`config.mk`:
```
export PLATFORM = sky130hd
export DESIGN_NAME = bpa_ctrl
export DESIGN_NICKNAME = d
export VERILOG_FILES = /design/src/rtl/core/bpa_pkg.sv /design/src/rtl/core/bpa_ctrl.sv
export SDC_FILE = /design/constraint.sdc
export NUM_CORES = 1
export LEC_CHECK = 0
export ABC_AREA = 1
export BUFFER_PORTS_ARGS = -buffer_cell sky130_fd_sc_hd__buf_2
export CAP_MARGIN = 20
export CORE_MARGIN = 4
export CORE_UTILIZATION = 35
export CTS_CLUSTER_DIAMETER = 80
export DETAILED_ROUTE_END_ITERATION = 6
export GPL_TIMING_DRIVEN = 0
export HOLD_SLACK_MARGIN = 0.02
export PLACE_DENSITY = 0.58
export SLEW_MARGIN = 20
export SYNTH_ARGS = -nofsm -noshare
export SYNTH_HDL_FRONTEND = slang
export SYNTH_SLANG_ARGS = --single-unit
```
`constraint.sdc`:
```
create_clock -name clk_i -period 4.9 [get_ports clk_i]
set_input_delay 1.47 -clock clk_i [delete_from_list [all_inputs] [get_ports clk_i]]
set_output_delay 1.47 -clock clk_i [all_outputs]
set_load 0.02 [all_outputs]
```
`src/rtl/core/bpa_pkg.sv`:
```
// Shared package of the bitmap page allocator: field widths, codes,
// transaction structs and the controller-to-datapath command and status types.
// Depends on nothing.
package bpa_pkg;

  localparam int MaxBlocksDef  = 64;
  localparam int PagesPerBlock = 512;
  localparam int WordW         = 64;
  localparam int WordsPerBlock = PagesPerBlock / WordW;
  localparam int WordSelW      = $clog2(WordsPerBlock);
  localparam int BitW          = $clog2(PagesPerBlock);
  localparam int ModeW         = 2;
  localparam int CountW        = 16;
  localparam int PageW         = 52;
  localparam int FrameW        = 43;
  localparam int StatusW       = 2;
  localparam int RunW          = BitW + 1;
  localparam int BlocksW       = 8;

  localparam logic [ModeW-1:0] MODE_PAGES  = 2'd0;
  localparam logic [ModeW-1:0] MODE_BLOCKS = 2'd1;
  localparam logic [ModeW-1:0] MODE_FREE   = 2'd2;

  localparam logic [StatusW-1:0] STATUS_DONE      = 2'd0;
  localparam logic [StatusW-1:0] STATUS_FULL      = 2'd1;
  localparam logic [StatusW-1:0] STATUS_TOO_LARGE = 2'd2;
  localparam logic [StatusW-1:0] STATUS_NOT_FOUND = 2'd3;

  typedef struct packed {
    logic [ModeW-1:0]  mode;
    logic [CountW-1:0] page_count;
    logic [PageW-1:0]  page_address;
    logic [FrameW-1:0] spare_block;
  } req_t;

  typedef struct packed {
    logic [StatusW-1:0] status;
    logic [PageW-1:0]   granted_page;
    logic               used_spare;
  } rsp_t;

  typedef enum logic [4:0] {
    CMD_NONE,
    CMD_CAPTURE,
    CMD_DECODE,
    CMD_SCAN_RD,
    CMD_SCAN_CAP,
    CMD_SCAN_CHUNK,
    CMD_BASE_RD,
    CMD_GRANT,
    CMD_MARK_RD,
    CMD_MARK_WR,
    CMD_ROOM,
    CMD_POS_RD,
    CMD_POS_CHK,
    CMD_COPY_RD,
    CMD_COPY_WR,
    CMD_FILL,
    CMD_BS_RD,
    CMD_BS_CMP,
    CMD_PUBLISH
  } cmd_e;

  typedef struct packed {
    logic [ModeW-1:0] mode;
    logic             reject;
    logic             count_zero;
    logic             chunk_found;
    logic             sub_last;
    logic             word_last;
    logic             blk_last;
    logic             no_room;
    logic             pos_at_end;
    logic             pos_hit;
    logic             shift_done;
    logic             fill_last;
    logic             bs_empty;
    logic             bs_equal;
    logic             free_empty;
    logic             mark_last;
    logic             out_busy;
  } dp_status_t;

endpackage

```
`src/rtl/core/bpa_ctrl.sv`:
```
// Sequencer of the bitmap page allocator: walks each request through its
// steps and issues one datapath command per cycle. Depends on bpa_pkg.
module bpa_ctrl (
  input  logic                clk_i,
  input  logic                rst_ni,
  input  logic                in_valid_i,
  input  bpa_pkg::dp_status_t status_i,
  output bpa_pkg::cmd_e       cmd_o,
  output logic                in_stall_o
);

  typedef enum logic [4:0] {
    S_IDLE, S_DECODE, S_SRD, S_SCAP, S_SCHK, S_GRD, S_GCAP, S_MRD, S_MWR,
    S_ROOM, S_PSTART, S_PCHK, S_CSTART, S_CRD, S_CWR, S_FWR, S_BCHK, S_BCMP,
    S_FINISH
  } ctrl_state_e;

  ctrl_state_e state_q, state_d;

  always_comb begin
    state_d = state_q;
    cmd_o   = bpa_pkg::CMD_NONE;
    case (state_q)
      S_IDLE: begin
        if (in_valid_i) begin
          cmd_o   = bpa_pkg::CMD_CAPTURE;
          state_d = S_DECODE;
        end
      end
      S_DECODE: begin
        cmd_o = bpa_pkg::CMD_DECODE;
        case (status_i.mode)
          bpa_pkg::MODE_PAGES: begin
            if (status_i.reject) state_d = S_FINISH;
            else if (status_i.count_zero) state_d = S_ROOM;
            else state_d = S_SRD;
          end
          bpa_pkg::MODE_BLOCKS: begin
            state_d = status_i.reject ? S_FINISH : S_PSTART;
          end
          bpa_pkg::MODE_FREE: state_d = S_BCHK;
          default: state_d = S_FINISH;
        endcase
      end
      S_SRD: begin
        cmd_o   = bpa_pkg::CMD_SCAN_RD;
        state_d = S_SCAP;
      end
      S_SCAP: begin
        cmd_o   = bpa_pkg::CMD_SCAN_CAP;
        state_d = S_SCHK;
      end
      S_SCHK: begin
        cmd_o = bpa_pkg::CMD_SCAN_CHUNK;
        if (status_i.chunk_found) begin
          state_d = S_GRD;
        end else if (status_i.sub_last) begin
          state_d = (status_i.word_last && status_i.blk_last) ? S_ROOM : S_SRD;
        end
      end
      S_GRD: begin
        cmd_o   = bpa_pkg::CMD_BASE_RD;
        state_d = S_GCAP;
      end
      S_GCAP: begin
        cmd_o   = bpa_pkg::CMD_GRANT;
        state_d = S_MRD;
      end
      S_MRD: begin
        cmd_o   = bpa_pkg::CMD_MARK_RD;
        state_d = S_MWR;
      end
      S_MWR: begin
        cmd_o   = bpa_pkg::CMD_MARK_WR;
        state_d = status_i.mark_last ? S_FINISH : S_MRD;
      end
      S_ROOM: begin
        cmd_o   = bpa_pkg::CMD_ROOM;
        state_d = status_i.no_room ? S_FINISH : S_PSTART;
      end
      S_PSTART: begin
        cmd_o   = bpa_pkg::CMD_POS_RD;
        state_d = status_i.pos_at_end ? S_CSTART : S_PCHK;
      end
      S_PCHK: begin
        cmd_o   = bpa_pkg::CMD_POS_CHK;
        state_d = status_i.pos_hit ? S_CSTART : S_PSTART;
      end
      S_CSTART: begin
        state_d = status_i.shift_done ? S_FWR : S_CRD;
      end
      S_CRD: begin
        cmd_o   = bpa_pkg::CMD_COPY_RD;
        state_d = S_CWR;
      end
      S_CWR: begin
        cmd_o   = bpa_pkg::CMD_COPY_WR;
        state_d = status_i.word_last ? S_CSTART : S_CRD;
      end
      S_FWR: begin
        cmd_o = bpa_pkg::CMD_FILL;
        if (status_i.fill_last) state_d = S_FINISH;
      end
      S_BCHK: begin
        cmd_o   = bpa_pkg::CMD_BS_RD;
        state_d = status_i.bs_empty ? S_FINISH : S_BCMP;
      end
      S_BCMP: begin
        cmd_o = bpa_pkg::CMD_BS_CMP;
        if (status_i.bs_equal) begin
          state_d = status_i.free_empty ? S_FINISH : S_MRD;
        end else begin
          state_d = S_BCHK;
        end
      end
      S_FINISH: begin
        if (!status_i.out_busy) begin
          cmd_o   = bpa_pkg::CMD_PUBLISH;
          state_d = S_IDLE;
        end
      end
      default: state_d = S_IDLE;
    endcase
  end

  always_ff @(posedge clk_i or negedge rst_ni) begin
    if (!rst_ni) begin
      state_q <= S_IDLE;
    end else begin
      state_q <= state_d;
    end
  end

  assign in_stall_o = (state_q != S_IDLE);

endmodule

```
==> results of run 1 <==
## layer usage
metal | routed length [um] | vias to the layer above | track usage
met5 | 0 | - | 0
met4 | 21 | 0 | 0.0339
met3 | 221 | 2 | 0.0460
met2 | 1230 | 50 | 0.284
met1 | 1140 | 489 | 0.232
li1 | - | 574 | -
## logic make-up after synthesis
group,after synthesis,share of synthesized area
AND/OR/NAND/NOR,113,0.614
buffers and inverters,30,0.139
flip-flops,5,0.153
AO/OA/AOI/OAI,12,0.0947
## worst paths after layout
| path | endpoint | startpoint | slack (ns) | cells after the start |
|---|---|---|---|---|
| worst max register to register | state_q[3] | state_q[1] | 3.21 | 8 |
| worst min register to register | state_q[1] | state_q[1] | 0.64 | 2 |
| worst min-delay path | state_q[1] | state_q[1] | 0.64 | 2 |
| max in group asynchronous | state_q[2] | rst_ni | 3.73 | 1 |
| worst max-delay path | cmd_o[1] | status_i[0] | 1.39 | 5 |
| min in group asynchronous | state_q[3] | rst_ni | 1.03 | 1 |
## critical path, stage by stage
cell                        delay (ns)
sky130_fd_sc_hd__buf_2            0.10
sky130_fd_sc_hd__inv_1            0.04
sky130_fd_sc_hd__nand4_1          0.11
sky130_fd_sc_hd__o2111ai_1        0.12
sky130_fd_sc_hd__buf_2            0.19
## power groups by stage
| stage | Sequential, mW | Clock [mW] | Combinational, mW |
|---|---|---|---|
| final | 0.0910 | 0.0478 | 0.428 |
| after global routing | 0.0949 | 0.0524 | 0.481 |
| after CTS | 0.0909 | 0.0491 | 0.426 |
| after detailed placement | 0.0913 | 0 | 0.424 |
| after global placement | 0.0915 | 0 | 0.427 |
| after floorplan | 0.0832 | 0 | 0.309 |
## layout make-up
| type | count | area share |
|---|---|---|
| buffer | 1 | 0.00495 |
| multi-input combinational | 125 | 0.574 |
| inverter | 29 | 0.108 |
| clock buffer | 4 | 0.0260 |
| timing repair buffer | 26 | 0.129 |
| sequential | 5 | 0.124 |
| tap | 28 | 0.0347 |
## metrics by stage
stage | area (um^2) | utilization | power (mW) | setup slack [ns]
floorplan | 820 | - | 0.392 | 1.59
global placement | 985 | 0.445 | 0.518 | 1.40
global route | 1010 | 0.457 | 0.628 | 1.34
finish | 1010 | 0.457 | 0.566 | 1.39
detailed placement | 985 | 0.445 | 0.515 | 1.38
CTS | 1010 | 0.457 | 0.566 | 1.38
## cells in the final DEF, fill, tap and decap left out
cell,count
sky130_fd_sc_hd__inv_1,25
sky130_fd_sc_hd__o21ai_1,1
sky130_fd_sc_hd__o2111ai_1,2
sky130_fd_sc_hd__dfrtp_1,5
sky130_fd_sc_hd__clkbuf_4,3
sky130_fd_sc_hd__o211ai_1,2
sky130_fd_sc_hd__nor2_4,1
sky130_fd_sc_hd__nor2_1,31
sky130_fd_sc_hd__o21a_1,1
sky130_fd_sc_hd__nor2_2,2
sky130_fd_sc_hd__nand3b_1,6
sky130_fd_sc_hd__nor3_1,1
sky130_fd_sc_hd__a21oi_1,2
sky130_fd_sc_hd__clkbuf_1,1
sky130_fd_sc_hd__inv_2,4
sky130_fd_sc_hd__nand2_1,49
sky130_fd_sc_hd__o21ai_0,3
sky130_fd_sc_hd__buf_2,27
sky130_fd_sc_hd__nand4_1,11
sky130_fd_sc_hd__nand3_1,12
sky130_fd_sc_hd__o21bai_1,1
==> flow_summary.rst, run 1 <==
.. list-table::
   :header-rows: 1

   * - Metric
     - Value
   * - Placed Instances
     - 214
   * - Number of synthesized flops with an enable pin
     - 0
   * - Vias
     - 1,115
   * - Remaining design rule violation count
     - 0
   * - Estimated wirelength of the detail-placed design
     - 2.25 mm
   * - Via count of the first global-routing pass
     - 1,039
   * - Wire length of the first global-routing pass
     - 4.50 mm
   * - Clock power share
     - 0.084
   * - Max reg flops
     - 5
   * - Std cell rows
     - 17
   * - Avg Synthesized Cell Area
     - 5.12 um^2
   * - Clk_lat worst skew
     - 0.24 ns
   * - Core Box Area
     - 2210 um^2
   * - Longest Clk Path Bufs
     - 2
   * - CTS tree
     - built
   * - Power share of the combinational group
     - 0.755
   * - Count of pins on the block boundary
     - 27
   * - Number of buffers inserted for hold repair after clock tree synthesis
     - 0
   * - Final Cycle Share
     - 0.716
   * - Most area-consuming cells after synthesis
     - sky130_fd_sc_hd__nand2_1, sky130_fd_sc_hd__dfrtp_1, sky130_fd_sc_hd__nor2_1
   * - Routability congestion estimate from global placement
     - 0.961
   * - Die Footprint
     - 3180 um^2
   * - Hold/Removal Path Class
     - reg2reg
   * - Most frequently used cell type in the post-synthesis netlist
     - sky130_fd_sc_hd__nand2_1
   * - Post-synthesis cell type count
     - 19
   * - Filler-free cell count of the finished design
     - 218
   * - Per-cell routed wire length
     - 12.0 um
   * - Remaining max-slew budget at the tightest pin
     - 0.748
   * - Accumulated negative setup slack
     - 0 ns
   * - Smallest hold slack
     - 0.641 ns
   * - Routed Antenna Nets
     - 0
   * - Internal power component
     - 229 uW
   * - Leading registers by flop count
     - state_q (5)
   * - Detailed Route WL
     - 2.62 mm
   * - Startpoint types
     - input port
   * - Final slew viol count
     - 0
   * - Buffer count from post-CTS setup fixing
     - 0
   * - Width of the die
     - 56.4 um
   * - Most frequently used flop master after synthesis
     - sky130_fd_sc_hd__dfrtp_1
   * - Grt ovf
     - 0
   * - Worst Path Max Fanout
     - 2
   * - DR vias/cell
     - 5.11
   * - Number of buffers added on ports
     - 26
   * - Die height
     - 56.4 um
   * - Register ranked first by flip-flop count
     - state_q
   * - Antenna Cells
     - 0
   * - Arrival time at the worst endpoint
     - 2.04 ns
   * - CTS root buffer
     - sky130_fd_sc_hd__clkbuf_4
   * - Number of nets in the layout
     - 212
   * - Type of element capturing the critical path
     - output pin
   * - MaxCap Viol Count
     - 0
   * - Pwr per Cell Area
     - 560 nW/um^2
   * - Sequential standard cell area
     - 125 um^2
   * - Clock transition at the register clock pins on the worst setup and hold paths after CTS
     - 0.04 ns
   * - Tot GR Track Use
     - 0.175
   * - Clock skew
     - 0.00657 ns
   * - Clock buffers created by TritonCTS
     - 3
   * - Sequential group share of total power
     - 0.161
   * - Netlist Area Pre-Place
     - 820 um^2
   * - Count of instances resized after the clock tree is built
     - 0
   * - Required time of the critical path
     - 3.43 ns
   * - Violation count after the first detailed-routing iteration
     - 51
   * - Setup-violating endpoint count in the final report
     - 0
   * - Flops & latches, synth
     - 5
   * - Number of antenna violations at the first check in global routing
     - 0
   * - Layout filler cell count
     - 275
   * - Synth-to-layout area growth
     - 23.4%
   * - Initial standard-cell utilization of the core
     - 0.370
   * - Number of warnings reported in the yosys synthesis log
     - 0
   * - Share of the yosys chip area belonging to registers
     - 0.153
   * - Leak Pwr
     - 0.610 nW
   * - Yosys top cell area share
     - 0.224
   * - RSZ-0062 raised after global routing
     - no
   * - Post-synth net total
     - 181
   * - Number of failing hold endpoints at the final stage
     - 0
   * - Net switching fraction of the power
     - 0.595
   * - Maximum number of pins on one net before global-route repair
     - 11
   * - Post-layout min period
     - 3.51 ns
   * - Area occupied by multi-input gates
     - 581 um^2
   * - Share of flip-flops with an asynchronous set or reset after synthesis
     - 1.00
   * - Highest attainable clock frequency
     - 285 MHz
   * - Clock H-tree levels
     - 1
   * - Library cell with the largest summed area after synthesis
     - sky130_fd_sc_hd__nand2_1
   * - Commonest cells post-synth
     - sky130_fd_sc_hd__nand2_1, sky130_fd_sc_hd__nor2_1, sky130_fd_sc_hd__inv_1, sky130_fd_sc_hd__nand3_1, sky130_fd_sc_hd__nand4_1
   * - VDD IR-drop max
     - 0.260 mV
   * - Initial DRT Pass Iterations
     - 4
   * - Status
     - finished clean
   * - Category of the critical setup timing path
     - in2out
   * - NetSw
     - 337 uW
   * - Synthesized instance count
     - 160
   * - Count of clock tree sinks
     - 5
   * - Transition time at the pin with the least slew margin
     - 0.376 ns
   * - Proportion of layout cells with a drive suffix above 1
     - 0.195
(Power assumes the default switching activity.)
==> inputs of run 2 (changes only) <==
--- a/config.mk
+++ b/config.mk
@@ -14,7 +14,7 @@
 export DETAILED_ROUTE_END_ITERATION = 6
 export GPL_TIMING_DRIVEN = 0
 export HOLD_SLACK_MARGIN = 0.02
-export PLACE_DENSITY = 0.58
+export PLACE_DENSITY = 0.6
 export SLEW_MARGIN = 20
 export SYNTH_ARGS = -nofsm -noshare
 export SYNTH_HDL_FRONTEND = slang
==> constraint.sdc (replaced) <==
create_clock -name clk_i -period 3 [get_ports clk_i]
set_input_delay 0.9 -clock clk_i [delete_from_list [all_inputs] [get_ports clk_i]]
set_output_delay 0.9 -clock clk_i [all_outputs]
set_load 0.02 [all_outputs]
==> run 2 against run 1 <==
Compared with the run above: first-iteration DRC count fell by 37%; worst setup slack got worse by 1.1 ns; routed wire length fell by 2.0%; largest cell class unchanged.
==> flow_summary.rst, run 2 (synthesized netlist as in run 1, its figures left out) <==
.. list-table::
   :header-rows: 1

   * - Metric
     - Value
   * - Width of the die
     - 56.4 um
   * - Category of the critical setup timing path
     - reg2out
   * - Number of antenna violations at the first check in global routing
     - 0
   * - Highest attainable clock frequency
     - 370 MHz
   * - Accumulated negative setup slack
     - 0 ns
   * - Wire length of the first global-routing pass
     - 4.49 mm
   * - Leading registers by flop count
     - state_q (5)
   * - Die height
     - 56.4 um
   * - VDD IR-drop max
     - 0.440 mV
   * - Post-route worst setup slack
     - 0.297 ns
   * - Remaining design rule violation count
     - 0
   * - Clock skew
     - 0.00173 ns
   * - Remaining max-slew budget at the tightest pin
     - 0.766
   * - Synth-to-layout area growth
     - 23.4%
   * - Routability congestion estimate from global placement
     - 0.956
   * - Violation count after the first detailed-routing iteration
     - 32
   * - Clock H-tree levels
     - 1
   * - Startpoint types
     - register
   * - Detailed Route WL
     - 2.57 mm
   * - Leak Pwr
     - 0.610 nW
   * - MaxCap Viol Count
     - 0
   * - Stage delay of the slowest cell on the critical path
     - 0.45 ns
   * - R2r startpoint
     - state_q[1]
   * - CP max stage cell
     - sky130_fd_sc_hd__dfrtp_1
   * - Clock buffers created by TritonCTS
     - 3
   * - Number of buffers inserted for hold repair after clock tree synthesis
     - 0
   * - CTS tree
     - built
   * - Core Box Area
     - 2210 um^2
   * - Setup-violating endpoint count in the final report
     - 0
   * - Clk_lat worst skew
     - 0.24 ns
   * - Maximum number of pins on one net before global-route repair
     - 11
   * - Per-cell routed wire length
     - 11.8 um
   * - Count of pins on the block boundary
     - 27
   * - RSZ-0062 raised after global routing
     - no
   * - List of cells traversed by the critical path
     - nor2_1 > nand2_1 > nor2_2 > inv_1 > nand4_1 > nand3b_1 > buf_2
   * - Via count of the first global-routing pass
     - 1,056
   * - Total Power
     - 926 uW
   * - Hold/Removal Path Class
     - in2async
   * - Antenna Cells
     - 0
   * - Count of instances resized after the clock tree is built
     - 0
   * - Std cell rows
     - 17
   * - Transition time at the pin with the least slew margin
     - 0.348 ns
   * - Initial DRT Pass Iterations
     - 5
   * - Vias
     - 1,126
   * - Final Cycle Share
     - 0.901
   * - Post-layout min period
     - 2.70 ns
   * - Estimated wirelength of the detail-placed design
     - 2.20 mm
   * - Tot GR Track Use
     - 0.173
   * - Register ranked first by flip-flop count
     - state_q
   * - Area of all placed cells without fillers
     - 1010 um^2
   * - Clock transition at the register clock pins on the worst setup and hold paths after CTS
     - 0.04 ns
   * - Status
     - finished clean
   * - Required time of the critical path
     - 2.10 ns
   * - Worst Path Max Fanout
     - 7
   * - Initial standard-cell utilization of the core
     - 0.370
   * - Longest Clk Path Bufs
     - 2
   * - Final slew viol count
     - 0
   * - DR vias/cell
     - 5.17
   * - Pwr per Cell Area
     - 916 nW/um^2
   * - Post-place instance area
     - 985 um^2
   * - Type of element capturing the critical path
     - output pin
   * - Die Footprint
     - 3180 um^2
   * - Grt ovf
     - 0
   * - Most common cell after layout, fill and taps aside
     - sky130_fd_sc_hd__nand2_1
   * - Proportion of layout cells with a drive suffix above 1
     - 0.195
   * - Buffer count from post-CTS setup fixing
     - 0
   * - Number of failing hold endpoints at the final stage
     - 0
   * - CTS root buffer
     - sky130_fd_sc_hd__clkbuf_4
   * - Number of buffers added on ports
     - 26
   * - Routed Antenna Nets
     - 0
   * - Commonest cells after routing, fill and taps aside
     - sky130_fd_sc_hd__nand2_1, sky130_fd_sc_hd__nor2_1, sky130_fd_sc_hd__buf_2
   * - Worst setup path start
     - state_q[1]
   * - Worst slack after detailed placement
     - 0.571 ns
   * - Count of clock tree sinks
     - 5
   * - Number of nets in the layout
     - 212
   * - Max reg flops
     - 5
   * - Arrival time at the worst endpoint
     - 1.80 ns
   * - Final design utilization
     - 0.457
[run 2: cell counts in the layout (fill, tap and decap cells not counted)]
No cell type changed its count.
[run 2: critical path: cells and delay by family (launching register included)]
kind | cells | cell delay (ns)
AND/OR/NAND/NOR | 5 | 0.87
buffers and inverters | 2 | 0.24
flip-flops | 1 | 0.45
[run 2: final cells by class]
type,instances,area [um^2]
sequential,5,125
multi-input combinational,125,581
timing repair buffer,26,130
buffer,1,5.00
fill,262,1200
clock buffer,4,26.3
inverter,29,109
tap,28,35.0
[run 2: layer usage]
layer / track usage / vias up / routed length (um)
met3: 0.0345 / 2 / 202
met4: 0.0237 / 0 / 21
li1: - / 574 / -
met5: 0 / - / 0
met2: 0.299 / 51 / 1240
met1: 0.225 / 499 / 1110
[run 2: final timing paths]
path	slack, ns	to	cells past startpoint
max in group asynchronous	2.41	state_q[4]	1
min reg2reg	0.63	state_q[1]	2
max reg2reg	1.28	state_q[3]	8
max	0.30	cmd_o[0]	7
min	0.46	state_q[3]	1
min in group clk_i	0.63	state_q[1]	2
[run 2: where the power goes]
| group | switching [mW] | leakage (nW) | total [mW] | internal [mW] |
|---|---|---|---|---|
| clock | 0.0266 | 0.0150 | 0.0768 | 0.0502 |
| sequential | 0.0477 | 0.0646 | 0.147 | 0.0995 |
| combinational | 0.477 | 0.530 | 0.702 | 0.225 |
| total | 0.551 | 0.610 | 0.926 | 0.375 |
[run 2: metrics by stage]
step | cells | hold WS [ns]
final | 218 | 0.462
after floorplan | 160 | 0.548
after CTS | 218 | 0.460
after global routing | 218 | 0.452
after global placement | 214 | 0.624
after detailed placement | 214 | 0.614
==> inputs of run 3 (changes only) <==
--- a/config.mk
+++ b/config.mk
@@ -6,15 +6,15 @@
 export NUM_CORES = 1
 export LEC_CHECK = 0
 export ABC_AREA = 1
-export BUFFER_PORTS_ARGS = -buffer_cell sky130_fd_sc_hd__buf_2
 export CAP_MARGIN = 20
 export CORE_MARGIN = 4
 export CORE_UTILIZATION = 35
 export CTS_CLUSTER_DIAMETER = 80
 export DETAILED_ROUTE_END_ITERATION = 6
+export DONT_BUFFER_PORTS = 1
 export GPL_TIMING_DRIVEN = 0
 export HOLD_SLACK_MARGIN = 0.02
-export PLACE_DENSITY = 0.6
+export PLACE_DENSITY = 0.59
 export SLEW_MARGIN = 20
 export SYNTH_ARGS = -nofsm -noshare
 export SYNTH_HDL_FRONTEND = slang
==> run 3 against run 2 <==
Compared with the run above: critical path depth decreased by 1; die area unchanged; via count fell by 7.5%; largest cell class unchanged; worst hold slack got worse by 0.11 ns; largest power group unchanged; routed wire length fell by 5.6%; first-iteration DRC count grew to 2.7 times the previous value; utilization fell by 5.9 points; power down 7.2%.
==> flow_summary.rst, run 3 (synthesized netlist as in run 1, its figures left out) <==
.. list-table::
   :header-rows: 1

   * - Metric
     - Value
   * - Status
     - finished clean
   * - Clock H-tree levels
     - 1
   * - DR vias/cell
     - 5.42
   * - Count of pins on the block boundary
     - 27
   * - Highest attainable clock frequency
     - 369 MHz
   * - CP max stage cell
     - sky130_fd_sc_hd__dfrtp_1
   * - Commonest cells after routing, fill and taps aside
     - sky130_fd_sc_hd__nand2_1, sky130_fd_sc_hd__nor2_1, sky130_fd_sc_hd__inv_1
   * - Buffer and inverter count on the worst path
     - 1
   * - Final Cycle Share
     - 0.904
   * - Cells on worst reg2reg path
     - 8
   * - Register ranked first by flip-flop count
     - state_q
   * - Post-place instance area
     - 855 um^2
   * - Family with the most delay on the worst path
     - simple AND/OR/NAND/NOR gates
   * - Via count of the first global-routing pass
     - 947
   * - Clock buffers created by TritonCTS
     - 3
   * - Transition time at the pin with the least slew margin
     - 0.602 ns
   * - Remaining max-slew budget at the tightest pin
     - 0.598
   * - Violation count after the first detailed-routing iteration
     - 87
   * - Leading registers by flop count
     - state_q (5)
   * - Grt ovf
     - 0
   * - Remaining design rule violation count
     - 0
   * - Count of instances resized after the clock tree is built
     - 0
   * - Routed Antenna Nets
     - 0
   * - Clk_lat worst skew
     - 0.24 ns
   * - List of cells traversed by the critical path
     - nor2_1 > nand2_1 > nor2_2 > inv_1 > nand4_1 > nand3b_1
   * - Clock transition at the register clock pins on the worst setup and hold paths after CTS
     - 0.04 ns
   * - Most common cell after layout, fill and taps aside
     - sky130_fd_sc_hd__nand2_1
   * - Required time of the critical path
     - 2.10 ns
   * - Die height
     - 56.4 um
   * - Reg2Reg Setup Slack
     - 1.27 ns
   * - Core Box Area
     - 2210 um^2
   * - Buffer count from post-CTS setup fixing
     - 0
   * - Number of buffers inserted for hold repair after clock tree synthesis
     - 0
   * - Per-cell routed wire length
     - 12.6 um
   * - Filler-free cell count of the finished design
     - 192
   * - Hold/Removal Path Class
     - in2async
   * - MaxCap Viol Count
     - 0
   * - VDD IR-drop max
     - 0.407 mV
   * - Type of element capturing the critical path
     - output pin
   * - CTS tree
     - built
   * - Number of buffers added on ports
     - 0
   * - Estimated wirelength of the detail-placed design
     - 2.08 mm
   * - Accumulated negative setup slack
     - 0 ns
   * - Initial standard-cell utilization of the core
     - 0.370
   * - Die Footprint
     - 3180 um^2
   * - Count of clock tree sinks
     - 5
   * - Maximum number of pins on one net before global-route repair
     - 11
   * - Area of all placed cells without fillers
     - 881 um^2
   * - Max reg flops
     - 5
   * - Number of failing hold endpoints at the final stage
     - 0
   * - Total Power
     - 859 uW
   * - Number of antenna violations at the first check in global routing
     - 0
   * - Initial DRT Pass Iterations
     - 4
   * - RSZ-0062 raised after global routing
     - no
   * - Wire length of the first global-routing pass
     - 4.03 mm
   * - Worst r2r dst
     - state_q[3]
   * - Synth-to-layout area growth
     - 7.48%
   * - Routability congestion estimate from global placement
     - 0.946
   * - Leak Pwr
     - 0.504 nW
   * - Detailed Route WL
     - 2.42 mm
   * - Stage delay of the slowest cell on the critical path
     - 0.46 ns
   * - Startpoint types
     - register
   * - Pwr per Cell Area
     - 975 nW/um^2
   * - Width of the die
     - 56.4 um
   * - Vias
     - 1,041
   * - Placed Instances
     - 188
   * - Std cell rows
     - 17
   * - Longest Clk Path Bufs
     - 2
   * - Arrival time at the worst endpoint
     - 1.81 ns
   * - R2r startpoint
     - state_q[1]
   * - Category of the critical setup timing path
     - reg2out
   * - Antenna Cells
     - 0
   * - Proportion of layout cells with a drive suffix above 1
     - 0.0671
   * - Worst Path Max Fanout
     - 7
   * - Setup-violating endpoint count in the final report
     - 0
   * - Post-layout min period
     - 2.71 ns
   * - Clock skew
     - 0.00110 ns
   * - Final design utilization
     - 0.398
   * - Final slew viol count
     - 0
   * - Tot GR Track Use
     - 0.156
   * - Number of nets in the layout
     - 186
   * - CTS root buffer
     - sky130_fd_sc_hd__clkbuf_4
run 3: changes by cell type in the layout (fill, tap and decap cells not counted):
| cell | before | now |
|---|---|---|
| sky130_fd_sc_hd__buf_2 | 27 | 1 |
run 3: final cells by class:
cell class	count	area, um^2
Tap cell	28	35.0
Sequential cell	5	125
Clock buffer	4	26.3
Multi-Input combinational cell	125	581
Inverter	29	109
Fill cell	251	1330
Buffer	1	5.00
run 3: report_power, final:
| group | leakage, nW | total (mW) | switching [mW] | internal (mW) |
|---|---|---|---|---|
| Clock | 0.0150 | 0.0767 | 0.0265 | 0.0502 |
| Combinational | 0.424 | 0.634 | 0.459 | 0.175 |
| Sequential | 0.0646 | 0.149 | 0.0493 | 0.0995 |
run 3: worst max path at each step:
stage	from	end	slack, ns	depth (start not counted)
global placement	state_q[1]	cmd_o[0]	0.60	6
finish	state_q[1]	cmd_o[0]	0.29	6
floorplan	status_i[0]	cmd_o[1]	0.83	3
global route	state_q[1]	cmd_o[0]	0.21	6
detailed placement	state_q[1]	cmd_o[0]	0.57	6
CTS	state_q[1]	cmd_o[0]	0.32	6
run 3: worst reg2reg max path: cells and delay by family, from the launching register on:
kind	cells	cell delay (ns)
and+or+nand+nor	7	1.07
DFF	1	0.46
buffers and inverters	1	0.08
run 3: stage by stage:
stage | setup WS (ns) | hold slack (ns)
floorplan | 0.825 | 0.548
global route | 0.211 | 0.331
CTS | 0.316 | 0.348
detailed placement | 0.574 | 0.605
finish | 0.287 | 0.354
global placement | 0.597 | 0.605
run 3: routing by layer:
layer | GRT usage | vias to the layer above | part of all wire
li1 | - | 518 | -
met1 | 0.198 | 443 | 0.42
met2 | 0.242 | 68 | 0.45
met3 | 0.0345 | 12 | 0.082
met4 | 0.0881 | 0 | 0.047
met5 | 0 | - | 0
